[src/rtl/srisc_pkg.sv]
// Shared types and constants for the small RISC step block.
`timescale 1ns / 1ps
package srisc_pkg;
    localparam int MEM_WORDS = 65536;
    localparam int AW = $clog2(MEM_WORDS);

    localparam logic [1:0] REQ_WR = 2'd0;
    localparam logic [1:0] REQ_EX = 2'd1;
    localparam logic [1:0] REQ_RD = 2'd2;

    localparam logic [4:0] OP_ADD = 5'd0;
    localparam logic [4:0] OP_SUB = 5'd1;
    localparam logic [4:0] OP_LSF = 5'd2;
    localparam logic [4:0] OP_RSF = 5'd3;
    localparam logic [4:0] OP_AND = 5'd4;
    localparam logic [4:0] OP_OR  = 5'd5;
    localparam logic [4:0] OP_XOR = 5'd6;
    localparam logic [4:0] OP_LHI = 5'd7;
    localparam logic [4:0] OP_LD  = 5'd8;
    localparam logic [4:0] OP_ST  = 5'd9;
    localparam logic [4:0] OP_JLT = 5'd16;
    localparam logic [4:0] OP_JLE = 5'd17;
    localparam logic [4:0] OP_JEQ = 5'd18;
    localparam logic [4:0] OP_JNE = 5'd19;
    localparam logic [4:0] OP_JIN = 5'd20;
    localparam logic [4:0] OP_HLT = 5'd24;

    typedef struct packed {
        logic [1:0]  req;
        logic [15:0] addr;
        logic [31:0] wdata;
    } t_req;

    typedef struct packed {
        logic [31:0] rdata;
        logic [15:0] pc;
        logic        halted;
        logic        bad;
        logic        dropped;
        logic [31:0] count;
    } t_res;
endpackage

[src/rtl/srisc_front.sv]
// Front end: accepts request words and queues them for the execute unit.
`timescale 1ns / 1ps
module srisc_front (
    input  logic              i_clk,
    input  logic              i_rst_n,
    input  logic              i_valid,
    output logic              o_ready,
    input  srisc_pkg::t_req   i_req,
    output logic              o_valid,
    input  logic              i_ready,
    output srisc_pkg::t_req   o_req
);
    import srisc_pkg::*;
    t_req       r_q [2];
    logic       r_wp, r_rp;
    logic [1:0] r_cnt;
    logic       push, pop;

    assign o_ready = (r_cnt != 2'd2);
    assign o_valid = (r_cnt != 2'd0);
    assign o_req   = r_q[r_rp];
    assign push    = i_valid && o_ready;
    assign pop     = o_valid && i_ready;

    always_ff @(posedge i_clk) begin
        if (push) begin
            r_q[r_wp] <= i_req;
        end
        if (!i_rst_n) begin
            r_wp  <= 1'b0;
            r_rp  <= 1'b0;
            r_cnt <= 2'd0;
        end else begin
            if (push) r_wp <= ~r_wp;
            if (pop) r_rp <= ~r_rp;
            r_cnt <= r_cnt + {1'b0, push} - {1'b0, pop};
        end
    end
endmodule

[config.mk]
export PLATFORM = sky130hd
export DESIGN_NAME = srisc_front
export DESIGN_NICKNAME = d
export VERILOG_FILES = /design/src/rtl/srisc_pkg.sv /design/src/rtl/srisc_front.sv
export SDC_FILE = /design/constraint.sdc
export NUM_CORES = 1
export LEC_CHECK = 0
export BUFFER_PORTS_ARGS = -buffer_cell sky130_fd_sc_hd__buf_2
export CORE_MARGIN = 4
export CORE_UTILIZATION = 47
export CTS_CLUSTER_SIZE = 20
export DETAILED_ROUTE_END_ITERATION = 8
export PLACE_DENSITY = 0.87
export SYNTH_ARGS = -nofsm -noshare
export SYNTH_HDL_FRONTEND = slang
export SYNTH_SLANG_ARGS = --single-unit
[constraint.sdc]
create_clock -name i_clk -period 2.95 [get_ports i_clk]
set_input_delay 0.1475 -clock i_clk [delete_from_list [all_inputs] [get_ports i_clk]]
set_output_delay 0.1475 -clock i_clk [all_outputs]
set_load 0.005 [all_outputs]
==> reports/qor.yml, run 1 <==
fin_crit_ps: 1975
hold_start: "i_rst_n"
crit_type: "flip-flop to primary output"
vias: 2100
final_area_um2: 5348
yosysWarningCount: 0
dr.pass1.iters: 3
synth_fa_ha_area_share_pct: 0.6103
antenna_found_initial: 0
die_w_um: 101.4
hold_depth: 2
dpl.hpwl_mm: 4.425
die-area_um2: 10280
switching_power_uw: 961.8
critPathCaptureType: "primary output"
critPathLaunchType: "flip-flop"
cts-root-buf: "clkbuf_8"
ctsLongestPathBuffers: 2
synthSimpleGateAreaFrac_pct: 1.495
io_pins: 106
num-fill-cells: 590
status: "complete, no violations"
synthCells: 180
synth_xor_area_share_pct: 0.6408
syn_nets: 236
clk_pin_slew_ps: 90
h-tree-depth: 3
drc: 0
cp_max_fo: 50
area_growth_pct: 30.42
grt_pass1_wl_mm: 10.83
final_hold_viol_count: 0
cellLeakagePower_nw: 2.118
clock-sinks: 105
rsz0062_at_grt: "no"
ys_seq_area_share_pct: 75.68
synthMuxAreaShare_pct: 18.55
r2r-end: "r_q[0][35]$_DFFE_PP_"
rrSetupSlack_ps: 1120
drt-wirelength-per-cell_um: 15.49
layout.nets: 398
cts_buffers: 9
cts_tree: "built"
ir_worst_vdd_v: 0.0005905
min_period_over_period_pct: 66.93
synth_top_family_by_area: "multiplexers"
power.internal_mw: 2.800
clock_latency_ps: 350
wl_mm: 7.002
synth_cell_types: 17
max_freq_mhz: 506.4
numPortBuffers: 105
ff2ff_path_depth: 4
placed_area_um2: 4686
coreArea_um2: 8341
avgSynthCellArea_um2: 22.78
p_comb_share_pct: 25.9
gp_congestion: 0.6793
first_iter_violations: 44
tightest_slew_ps: 909.2
clkPwrFrac_pct: 19.7
grt_use_total_pct: 14.24
ys_ff_latch: 105
max_slew_margin_pct: 39.39
min_path_type: "input port to flip-flop"
fin_tns_setup_ps: 0
overflow: 0
rows: 33
synth-compound-area-share_pct: 0.2136
switching_share_pct: 25.57
grt_max_degree: 51
via_per_inst: 4.646
final-setup-viol-count: 0
fin_skew_ps: 7.734
min_to: "r_cnt[1]$_SDFF_PN0_"
ant_nets: 0
max_cap_viol_count: 0
start_util_pct: 49.16
diodes: 0
maxSlewViolCount: 0
drive_gt1_share_pct: 50.43
synthesis.area_um2: 4100
die_y_um: 101.4
worstPathRequired_ps: 2800
grt_pass1_vias: 2250
post-route-util_pct: 64.12
pwr_density_cell_nw_per_um2: 703.5
p_seq_share_pct: 54.5
cp.arrival_ps: 1830
reg2reg_from: "r_cnt[0]$_SDFF_PN0_"
## routing by layer
layer | share of wire (%) | GRT usage [%]
met5 | 0 | 0
met4 | 1.3 | 4.703
met3 | 6.5 | 4.614
met2 | 54 | 26.31
met1 | 38 | 15.27
## sequential cells by signal, indices dropped and copies added, names as in the netlist, named ones only
| register | cells |
|---|---|
| r_cnt | 2 |
| r_wp | 1 |
| r_rp | 1 |
| r_q | 100 |
## layout make-up
cell class	instances	area [µm²]	share of cell area, %
Multi-Input combinational cell	68	890.9	16.66
Clock buffer	10	127.6	2.387
Timing Repair Buffer	157	1054	19.70
Clock inverter	6	33.78	0.6317
Inverter	1	3.754	0.07019
Sequential cell	105	3107	58.10
Tap cell	105	131.4	2.457
## worst max-delay path by stage
stage                                   start                    to  slack, ps
after floorplan           r_cnt[0]$_SDFF_PN0_   r_q[0][0]$_DFFE_PP_        620
after global placement    r_cnt[0]$_SDFF_PN0_  r_q[0][14]$_DFFE_PP_       1220
after detailed placement  r_cnt[0]$_SDFF_PN0_  r_q[0][10]$_DFFE_PP_       1140
after CTS                           flip-flop              o_req[5]        940
after global routing                flip-flop             o_req[26]        870
final                               flip-flop             o_req[26]        980
## synth_stat cells
library cell	number	area share, %
nand2_1	2	0.18
buf_6	1	0.27
inv_1	1	0.091
or2_2	1	0.15
o21a_2	1	0.21
nor2_1	1	0.091
ha_1	2	0.61
mux2i_1	1	0.24
xnor2_1	3	0.64
mux2_4	50	18
nand2b_1	2	0.31
nor2b_1	2	0.31
and3_1	1	0.15
dfxtp_1	5	2.4
buf_12	5	2.4
edfxtp_1	100	73
and2_1	2	0.31
## stage by stage
| step | total power [mW] | cells | worst slack, ps | hold slack, ps |
|---|---|---|---|---|
| 4_1_cts | 3.806 | 452 | 940.0 | 51.04 |
| 3_3_place_gp | 2.988 | 386 | 1222 | 335.2 |
| 3_5_place_dp | 3.020 | 386 | 1136 | 338.9 |
| 6_report | 3.762 | 452 | 975.4 | 68.11 |
| 2_1_floorplan | 2.733 | 180 | 619.5 | 246.4 |
| 5_1_grt | 3.969 | 452 | 866.6 | 66.33 |
## cells by family (layout without fill, tap and decap cells)
group,count (synthesis),count (layout)
mux,51,51
flops,105,105
compound gates,1,1
xor+xnor,3,3
simple gates,11,11
buf+inv,7,174
fa+ha+maj,2,2
## power groups by stage
stage | combinational, mW | sequential (mW) | clock (mW)
floorplan | 0.779 | 1.95 | 0
global placement | 0.911 | 2.08 | 0
detailed placement | 0.930 | 2.09 | 0
CTS | 0.985 | 2.06 | 0.765
global route | 1.05 | 2.08 | 0.834
finish | 0.973 | 2.05 | 0.740
## timing repair
item / in CTS / in global routing
buffers inserted: 0 / 0
hold endpoints to repair: 100 / 0
gates resized for setup: 0 / 0
hold buffers: 50 / 0
## critical path, stage by stage (launching register included)
cell     delay (ps)
dfxtp_4         960
mux2_4          360
buf_2           130
## layout by cell type, fill, tap and decap left out
cell type / instances
ha_1: 2
clkbuf_8: 9
edfxtp_1: 100
clkinv_2: 2
nor2b_1: 2
clkinv_1: 2
buf_2: 105
clkinvlp_4: 1
buf_12: 1
and3_2: 1
mux2_4: 50
xnor2_1: 3
o21a_2: 1
mux2i_1: 1
inv_6: 1
or2_2: 1
dfxtp_1: 4
dfxtp_4: 1
nor2_4: 1
nand2b_1: 2
buf_4: 1
dlygate4sd3_1: 50
and2_1: 2
nand2_1: 2
clkbuf_1: 1
inv_1: 1
Note: power is estimated with default switching activity, not from simulation.
==> inputs of run 2 (changes only) <==
- ABC_AREA: not set -> 1
- CORE_UTILIZATION: 47 -> 52
- PLACE_DENSITY: 0.87 -> 0.91
- clock period: 2.95 -> 2 ns (I/O delays scaled with it)
==> reports/qor.yml, run 2 <==
status: "complete, no violations"  # unchanged
maxSlewViolCount: 0  # unchanged
synthesis.area_um2: 4105  # was 4100 µm²
fin_skew_ps: 11.71  # was 7.734 ps
fin_tns_setup_ps: 0  # unchanged
whs_ps: 56.12  # was 68.11 ps
max_cap_viol_count: 0  # unchanged
critPathCaptureType: "flip-flop"  # was primary output
synthCells: 192  # was 180
ctsLongestPathBuffers: 2  # unchanged
io_pins: 106  # unchanged
pre_cts_ws_ps: 375.7  # was 1136 ps
area_growth_pct: 33.68  # was 30.42%
final_common_cell: "buf_2"  # unchanged
final-setup-viol-count: 0  # unchanged
numPortBuffers: 105  # unchanged
start_util_pct: 53.40  # was 49.16%
cts_buffers: 9  # unchanged
max_freq_mhz: 589.8
clock_latency_ps: 350  # about the same
layout.nets: 415  # was 398
min_period_over_period_pct: 84.78
crit_type: "flip-flop to flip-flop"  # was flip-flop to primary output
die-area_um2: 9380  # was 10280 µm²
cts-root-buf: "clkbuf_8"  # unchanged
synth-edff-count: 100  # unchanged
post-route-util_pct: 71.39  # was 64.12%
worstPathRequired_ps: 2250  # was 2800 ps
placed_area_um2: 4753  # was 4686 µm²
final_hold_viol_count: 0  # unchanged
reg2reg_from: "r_cnt[0]$_SDFF_PN0_"  # unchanged
ir_worst_vdd_v: 0.0005844  # was 0.0005905 V
drive_gt1_share_pct: 49.45  # was 50.43%
synth_cell_types: 11  # was 17
rows: 32  # was 33
ant_nets: 0  # unchanged
drt-wirelength-per-cell_um: 16.11  # was 15.49 µm
cp.arrival_ps: 1940  # was 1830 ps
cellLeakagePower_nw: 2.217  # was 2.118 nW
cp-endpoint: "r_cnt[1]$_SDFF_PN0_"  # was o_req[26]
grt_pass1_vias: 2505  # was 2250
tightest_slew_ps: 374.9  # was 909.2 ps
async_reset_ff_share_pct: 0  # unchanged
holdBufCountCts: 51  # was 50
clk_pin_slew_ps: 90  # about the same
setup.worst_path.start: "r_cnt[0]$_SDFF_PN0_"
ff2ff_path_depth: 10  # was 4
rrSetupSlack_ps: 300  # was 1120 ps
avgSynthCellArea_um2: 21.38  # was 22.78 µm²
cts_tree: "built"  # unchanged
post-cts-setup-buffers: 0  # unchanged
place_inst: 399  # was 386
cp_max_fo: 4  # was 50
die_w_um: 96.85  # was 101.4 µm
top_register: "r_q"  # unchanged
grt_pass1_wl_mm: 12.20  # was 10.83 mm
max_slew_margin_pct: 75.01  # was 39.39%
syn_nets: 248  # was 236
drc: 0  # unchanged
grt_use_total_pct: 16.66  # was 14.24%
vias: 2240  # was 2100
clock-sinks: 105  # unchanged
largest_register_ffs: 100  # unchanged
final_area_um2: 5488  # was 5348 µm²
ys_top_cells_by_area: "edfxtp_1 (73%), mux2_4 (18%), buf_12 (2.4%), dfxtp_1 (2.4%), nand2_1 (0.82%)"  # was edfxtp_1 (73%), mux2_4 (18%), buf_12 (2.4%), dfxtp_1 (2.4%), xnor2_1 (0.64%)
fin_cells: 466  # was 452
wl_mm: 7.505  # was 7.002 mm
dpl.hpwl_mm: 4.688  # was 4.425 mm
yosysWarningCount: 0  # unchanged
critPathLaunchType: "flip-flop"  # unchanged
gp_congestion: 0.7221  # was 0.6793
yosysMostFrequentCell: "edfxtp_1"  # unchanged
ys_ff_latch: 105  # unchanged
ys.flop_type: "edfxtp_1"  # unchanged
fin_crit_ps: 1696
via_per_inst: 4.807  # was 4.646
ys_seq_area_share_pct: 75.59  # was 75.68%
cts_repair_resize_count: 0  # unchanged
coreArea_um2: 7687  # was 8341 µm²
antenna_found_initial: 0  # unchanged
rsz0062_at_grt: "no"  # unchanged
dr.pass1.iters: 4  # was 3
mostFrequentLayoutCells: "buf_2 (105), edfxtp_1 (100), dlygate4sd3_1 (51)"  # was buf_2 (105), edfxtp_1 (100), mux2_4 (50), dlygate4sd3_1 (50), clkbuf_8 (9)
grt_max_degree: 30  # was 51
ys_top_cells_by_count: "edfxtp_1 (100), mux2_4 (50), nand2_1 (9), nor2_1 (8), inv_1 (7)"  # was edfxtp_1 (100), mux2_4 (50), buf_12 (5), dfxtp_1 (5), xnor2_1 (3)
power_mw: 5.939  # was 3.762 mW
yosysTopAreaCell: "edfxtp_1"  # unchanged
netlist.area_leader.share_pct: 73.15  # was 73.24%
first_iter_violations: 104  # was 44
pwr_density_cell_nw_per_um2: 1082  # was 703.5 nW/µm²
h-tree-depth: 3  # unchanged
diodes: 0  # unchanged
worst_slack_ps: 304.5  # was 975.4 ps
top_regs: "r_q (100), r_cnt (2)"  # unchanged
overflow: 0  # unchanged
r2r-end: "r_cnt[1]$_SDFF_PN0_"  # was r_q[0][35]$_DFFE_PP_
min_path_type: "input port to flip-flop"  # unchanged
die_y_um: 96.85  # was 101.4 µm
[run 2: critical path, stage by stage, from the launching register on]
cell and delay (ps):
dfxtp_1 400, inv_1 90, nand2_1 150, nand2_1 130, ha_1 300, inv_1 40, ha_1 180, inv_1 50
nand2_1 60, a21oi_1 120, nor2_1 70
[run 2: layout make-up]
cell class | instances | area, µm²
timing repair buffer | 162 | 1131
multi-input combinational | 74 | 872.1
tap | 102 | 127.6
inverter | 7 | 26.28
sequential | 105 | 3107
fill | 473 | 2200
clock inverter | 7 | 100.1
clock buffer | 9 | 123.9
[run 2: cells by family after synthesis]
group                    Yosys count  share of synthesized area, %
multiplexers                      50                         18.29
flip-flops                       105                         75.59
AO/OA/AOI/OAI                      2                        0.2438
adder cells (fa/ha/maj)            2                        0.6095
AND/OR/NAND/NOR                   20                         1.920
buffers and inverters             13                         3.353
[run 2: per-layer routing]
| layer | wire length (µm) | share of wire, % | vias up | global-route usage, % |
|---|---|---|---|---|
| met5 | 0 | 0 | - | 0 |
| met4 | 114 | 1.5 | 0 | 6.695 |
| li1 | - | - | 1065 | - |
| met3 | 388 | 5.2 | 13 | 3.605 |
| met2 | 4207 | 56 | 70 | 31.21 |
| met1 | 2794 | 37 | 1092 | 18.10 |
[run 2: worst min path at each step]
stage                         start                   end  slack, ps  cells past startpoint
final                       i_ready             flip-flop         60                      4
after global routing        i_ready     r_rp$_SDFFE_PN0P_         60                      4
after CTS                   i_ready             flip-flop         30                      4
after detailed placement  i_req[30]  r_q[1][30]$_DFFE_PP_        290                      1
after global placement    i_req[31]  r_q[0][31]$_DFFE_PP_        290                      1
after floorplan             i_rst_n   r_cnt[0]$_SDFF_PN0_        190                      2
[run 2: power by group]
part | internal (mW) | switching (mW) | total, mW
sequential | 2.78 | 0.111 | 2.89
combinational | 0.921 | 0.721 | 1.64
clock | 0.716 | 0.687 | 1.40
total | 4.42 | 1.52 | 5.94
==> inputs of run 3 (changes only) <==
- clock period: 2 -> 1.6 ns (I/O delays scaled with it)
==> reports/qor.yml, run 3 (synthesis gave the netlist of run 2 again) <==
critPathCaptureType: "primary output"  # was flip-flop
diodes: 0  # unchanged
crit_type: "flip-flop to primary output"  # was flip-flop to flip-flop
io_pins: 106  # unchanged
cp_top_family: "flip-flops"  # was adder cells
power_mw: 7.605  # was 5.939 mW
first_iter_violations: 53  # was 104
max_cap_viol_count: 0  # unchanged
cts_tree: "built"  # unchanged
path_cells: "buf_12 -> mux2_4 -> buf_2"  # was inv_1 -> nand2_1 -> nand2_1 -> ha_1 -> inv_1 -> ha_1 -> inv_1 -> nand2_1 -> a21oi_1 -> nor2_1
num-fill-cells: 463  # was 473
worstPathRequired_ps: 1520  # was 2250 ps
hold_start: "i_valid"  # was i_ready
dr.pass1.iters: 4  # unchanged
cts-root-buf: "clkbuf_8"  # unchanged
overflow: 0  # unchanged
slowest_stage: "dfxtp_4"  # was dfxtp_1
grt_pass1_vias: 2461  # was 2505
die_y_um: 96.85  # unchanged
rrSetupSlack_ps: 100  # was 300 ps
max_slew_margin_pct: 86.94  # was 75.01%
die_w_um: 96.85  # unchanged
mostFrequentLayoutCells: "buf_2 (105), edfxtp_1 (100), dlygate4sd3_1 (51)"  # unchanged
top_register: "r_q"  # unchanged
start_util_pct: 53.40  # unchanged
wl_mm: 7.567  # was 7.505 mm
final-setup-viol-count: 0  # unchanged
grt_pass1_wl_mm: 11.95  # was 12.20 mm
min_period_over_period_pct: 94.17
gp_congestion: 0.6877  # was 0.7221
final_area_um2: 5562  # was 5488 µm²
multiInputGateArea_um2: 892.1  # was 872.1 µm²
final_common_cell: "buf_2"  # unchanged
layout.nets: 417  # was 415
top_regs: "r_q (100), r_cnt (2)"  # unchanged
area_growth_pct: 35.48  # was 33.68%
grt_max_degree: 27  # was 30
cts_repair_resize_count: 0  # unchanged
max_freq_mhz: 663.7
dpl.hpwl_mm: 4.711  # was 4.688 mm
cp_max_fo: 21  # was 4
min_path_type: "input port to flip-flop"  # unchanged
coreArea_um2: 7687  # unchanged
die-area_um2: 9380  # unchanged
status: "complete, no violations"  # unchanged
ant_nets: 0  # unchanged
pwr_density_cell_nw_per_um2: 1367  # was 1082 nW/µm²
final_hold_viol_count: 0  # unchanged
grt_use_total_pct: 16.33  # was 16.66%
numPortBuffers: 105  # unchanged
rows: 32  # unchanged
seqCellArea_um2: 3109  # was 3107 µm²
clock_latency_ps: 350  # about the same
cp.arrival_ps: 1430  # was 1940 ps
largest_register_ffs: 100  # unchanged
cts_buffers: 9  # unchanged
drive_gt1_share_pct: 51.23  # was 49.45%
ctsLongestPathBuffers: 2  # unchanged
drt-wirelength-per-cell_um: 16.20  # was 16.11 µm
vias: 2255  # was 2240
placed_area_um2: 4805  # was 4753 µm²
critical_path_buf_inv_count: 2  # was 3
fin_crit_ps: 1507
ir_worst_vdd_v: 0.001063  # was 0.0005844 V
drc: 0  # unchanged
max_stage_delay_ps: 410  # was 400 ps
via_per_inst: 4.829  # was 4.807
clk_pin_slew_ps: 90  # about the same
rsz0062_at_grt: "no"  # unchanged
critPathLaunchType: "flip-flop"  # unchanged
antenna_found_initial: 0  # unchanged
tightest_slew_ps: 195.7  # was 374.9 ps
cellLeakagePower_nw: 2.237  # was 2.217 nW
clock-sinks: 105  # unchanged
fin_skew_ps: 6.902  # was 11.71 ps
reg2reg_from: "r_cnt[1]$_SDFF_PN0_"  # was r_cnt[0]$_SDFF_PN0_
maxSlewViolCount: 0  # unchanged
h-tree-depth: 3  # unchanged
==> run 3: layer usage <==
metal | up-vias | share of wire, % | global-route usage (%)
met1 | 1102 | 36 | 16.96
met4 | 0 | 1.3 | 6.048
li1 | 1066 | - | -
met5 | - | 0 | 0
met2 | 74 | 57 | 31.42
met3 | 13 | 5.3 | 3.893
==> run 3: timing repair <==
action	CTS	global route
buffers inserted	2	0
setup endpoints to repair	40	0
hold buffers	51	0
hold endpoints to repair	104	0
==> run 3: final timing paths <==
path                         endpoint  cells after the start
setup / recovery            o_req[22]                      3
hold reg to reg             flip-flop                      2
hold / removal      r_wp$_SDFFE_PN0N_                      3
setup reg to reg  r_cnt[1]$_SDFF_PN0_                     10
==> run 3: cell type report <==
class / instances / share of cell area (%)
inverters: 7 / 0.5399
repair buffers: 164 / 21.06
flip-flops and latches: 105 / 55.91
multi-input cells: 74 / 16.04
well taps: 102 / 2.295
clock buffers: 9 / 2.227
clock inverters: 6 / 1.935
==> run 3: where the power goes <==
part           switching, mW  internal [mW]  total, mW
registers              0.149           3.48       3.63
logic                  0.915           1.22       2.13
clock network          0.815           1.02       1.84
total                   1.88           5.73       7.60
==> run 3: metrics by stage <==
| step | util, % | TNS [ps] | instances | hold WS, ps | setup slack, ps |
|---|---|---|---|---|---|
| floorplan | - | -4800 | 192 | 173.4 | -73.89 |
| CTS | 72.35 | 0 | 467 | 36.80 | 66.46 |
| global route | 72.35 | 0 | 467 | 64.30 | 23.12 |
| detailed placement | 62.50 | 0 | 399 | 270.9 | 147.9 |
| finish | 72.35 | 0 | 467 | 73.90 | 93.25 |
| global placement | 62.50 | 0 | 399 | 267.0 | 231.6 |
==> run 3: worst register-to-register path, delay by kind of cell (launching register included) <==
kind | cells | cell delay [ps]
fa+ha+maj | 2 | 420
buf+inv | 2 | 100
flops | 1 | 380
simple gates | 6 | 500
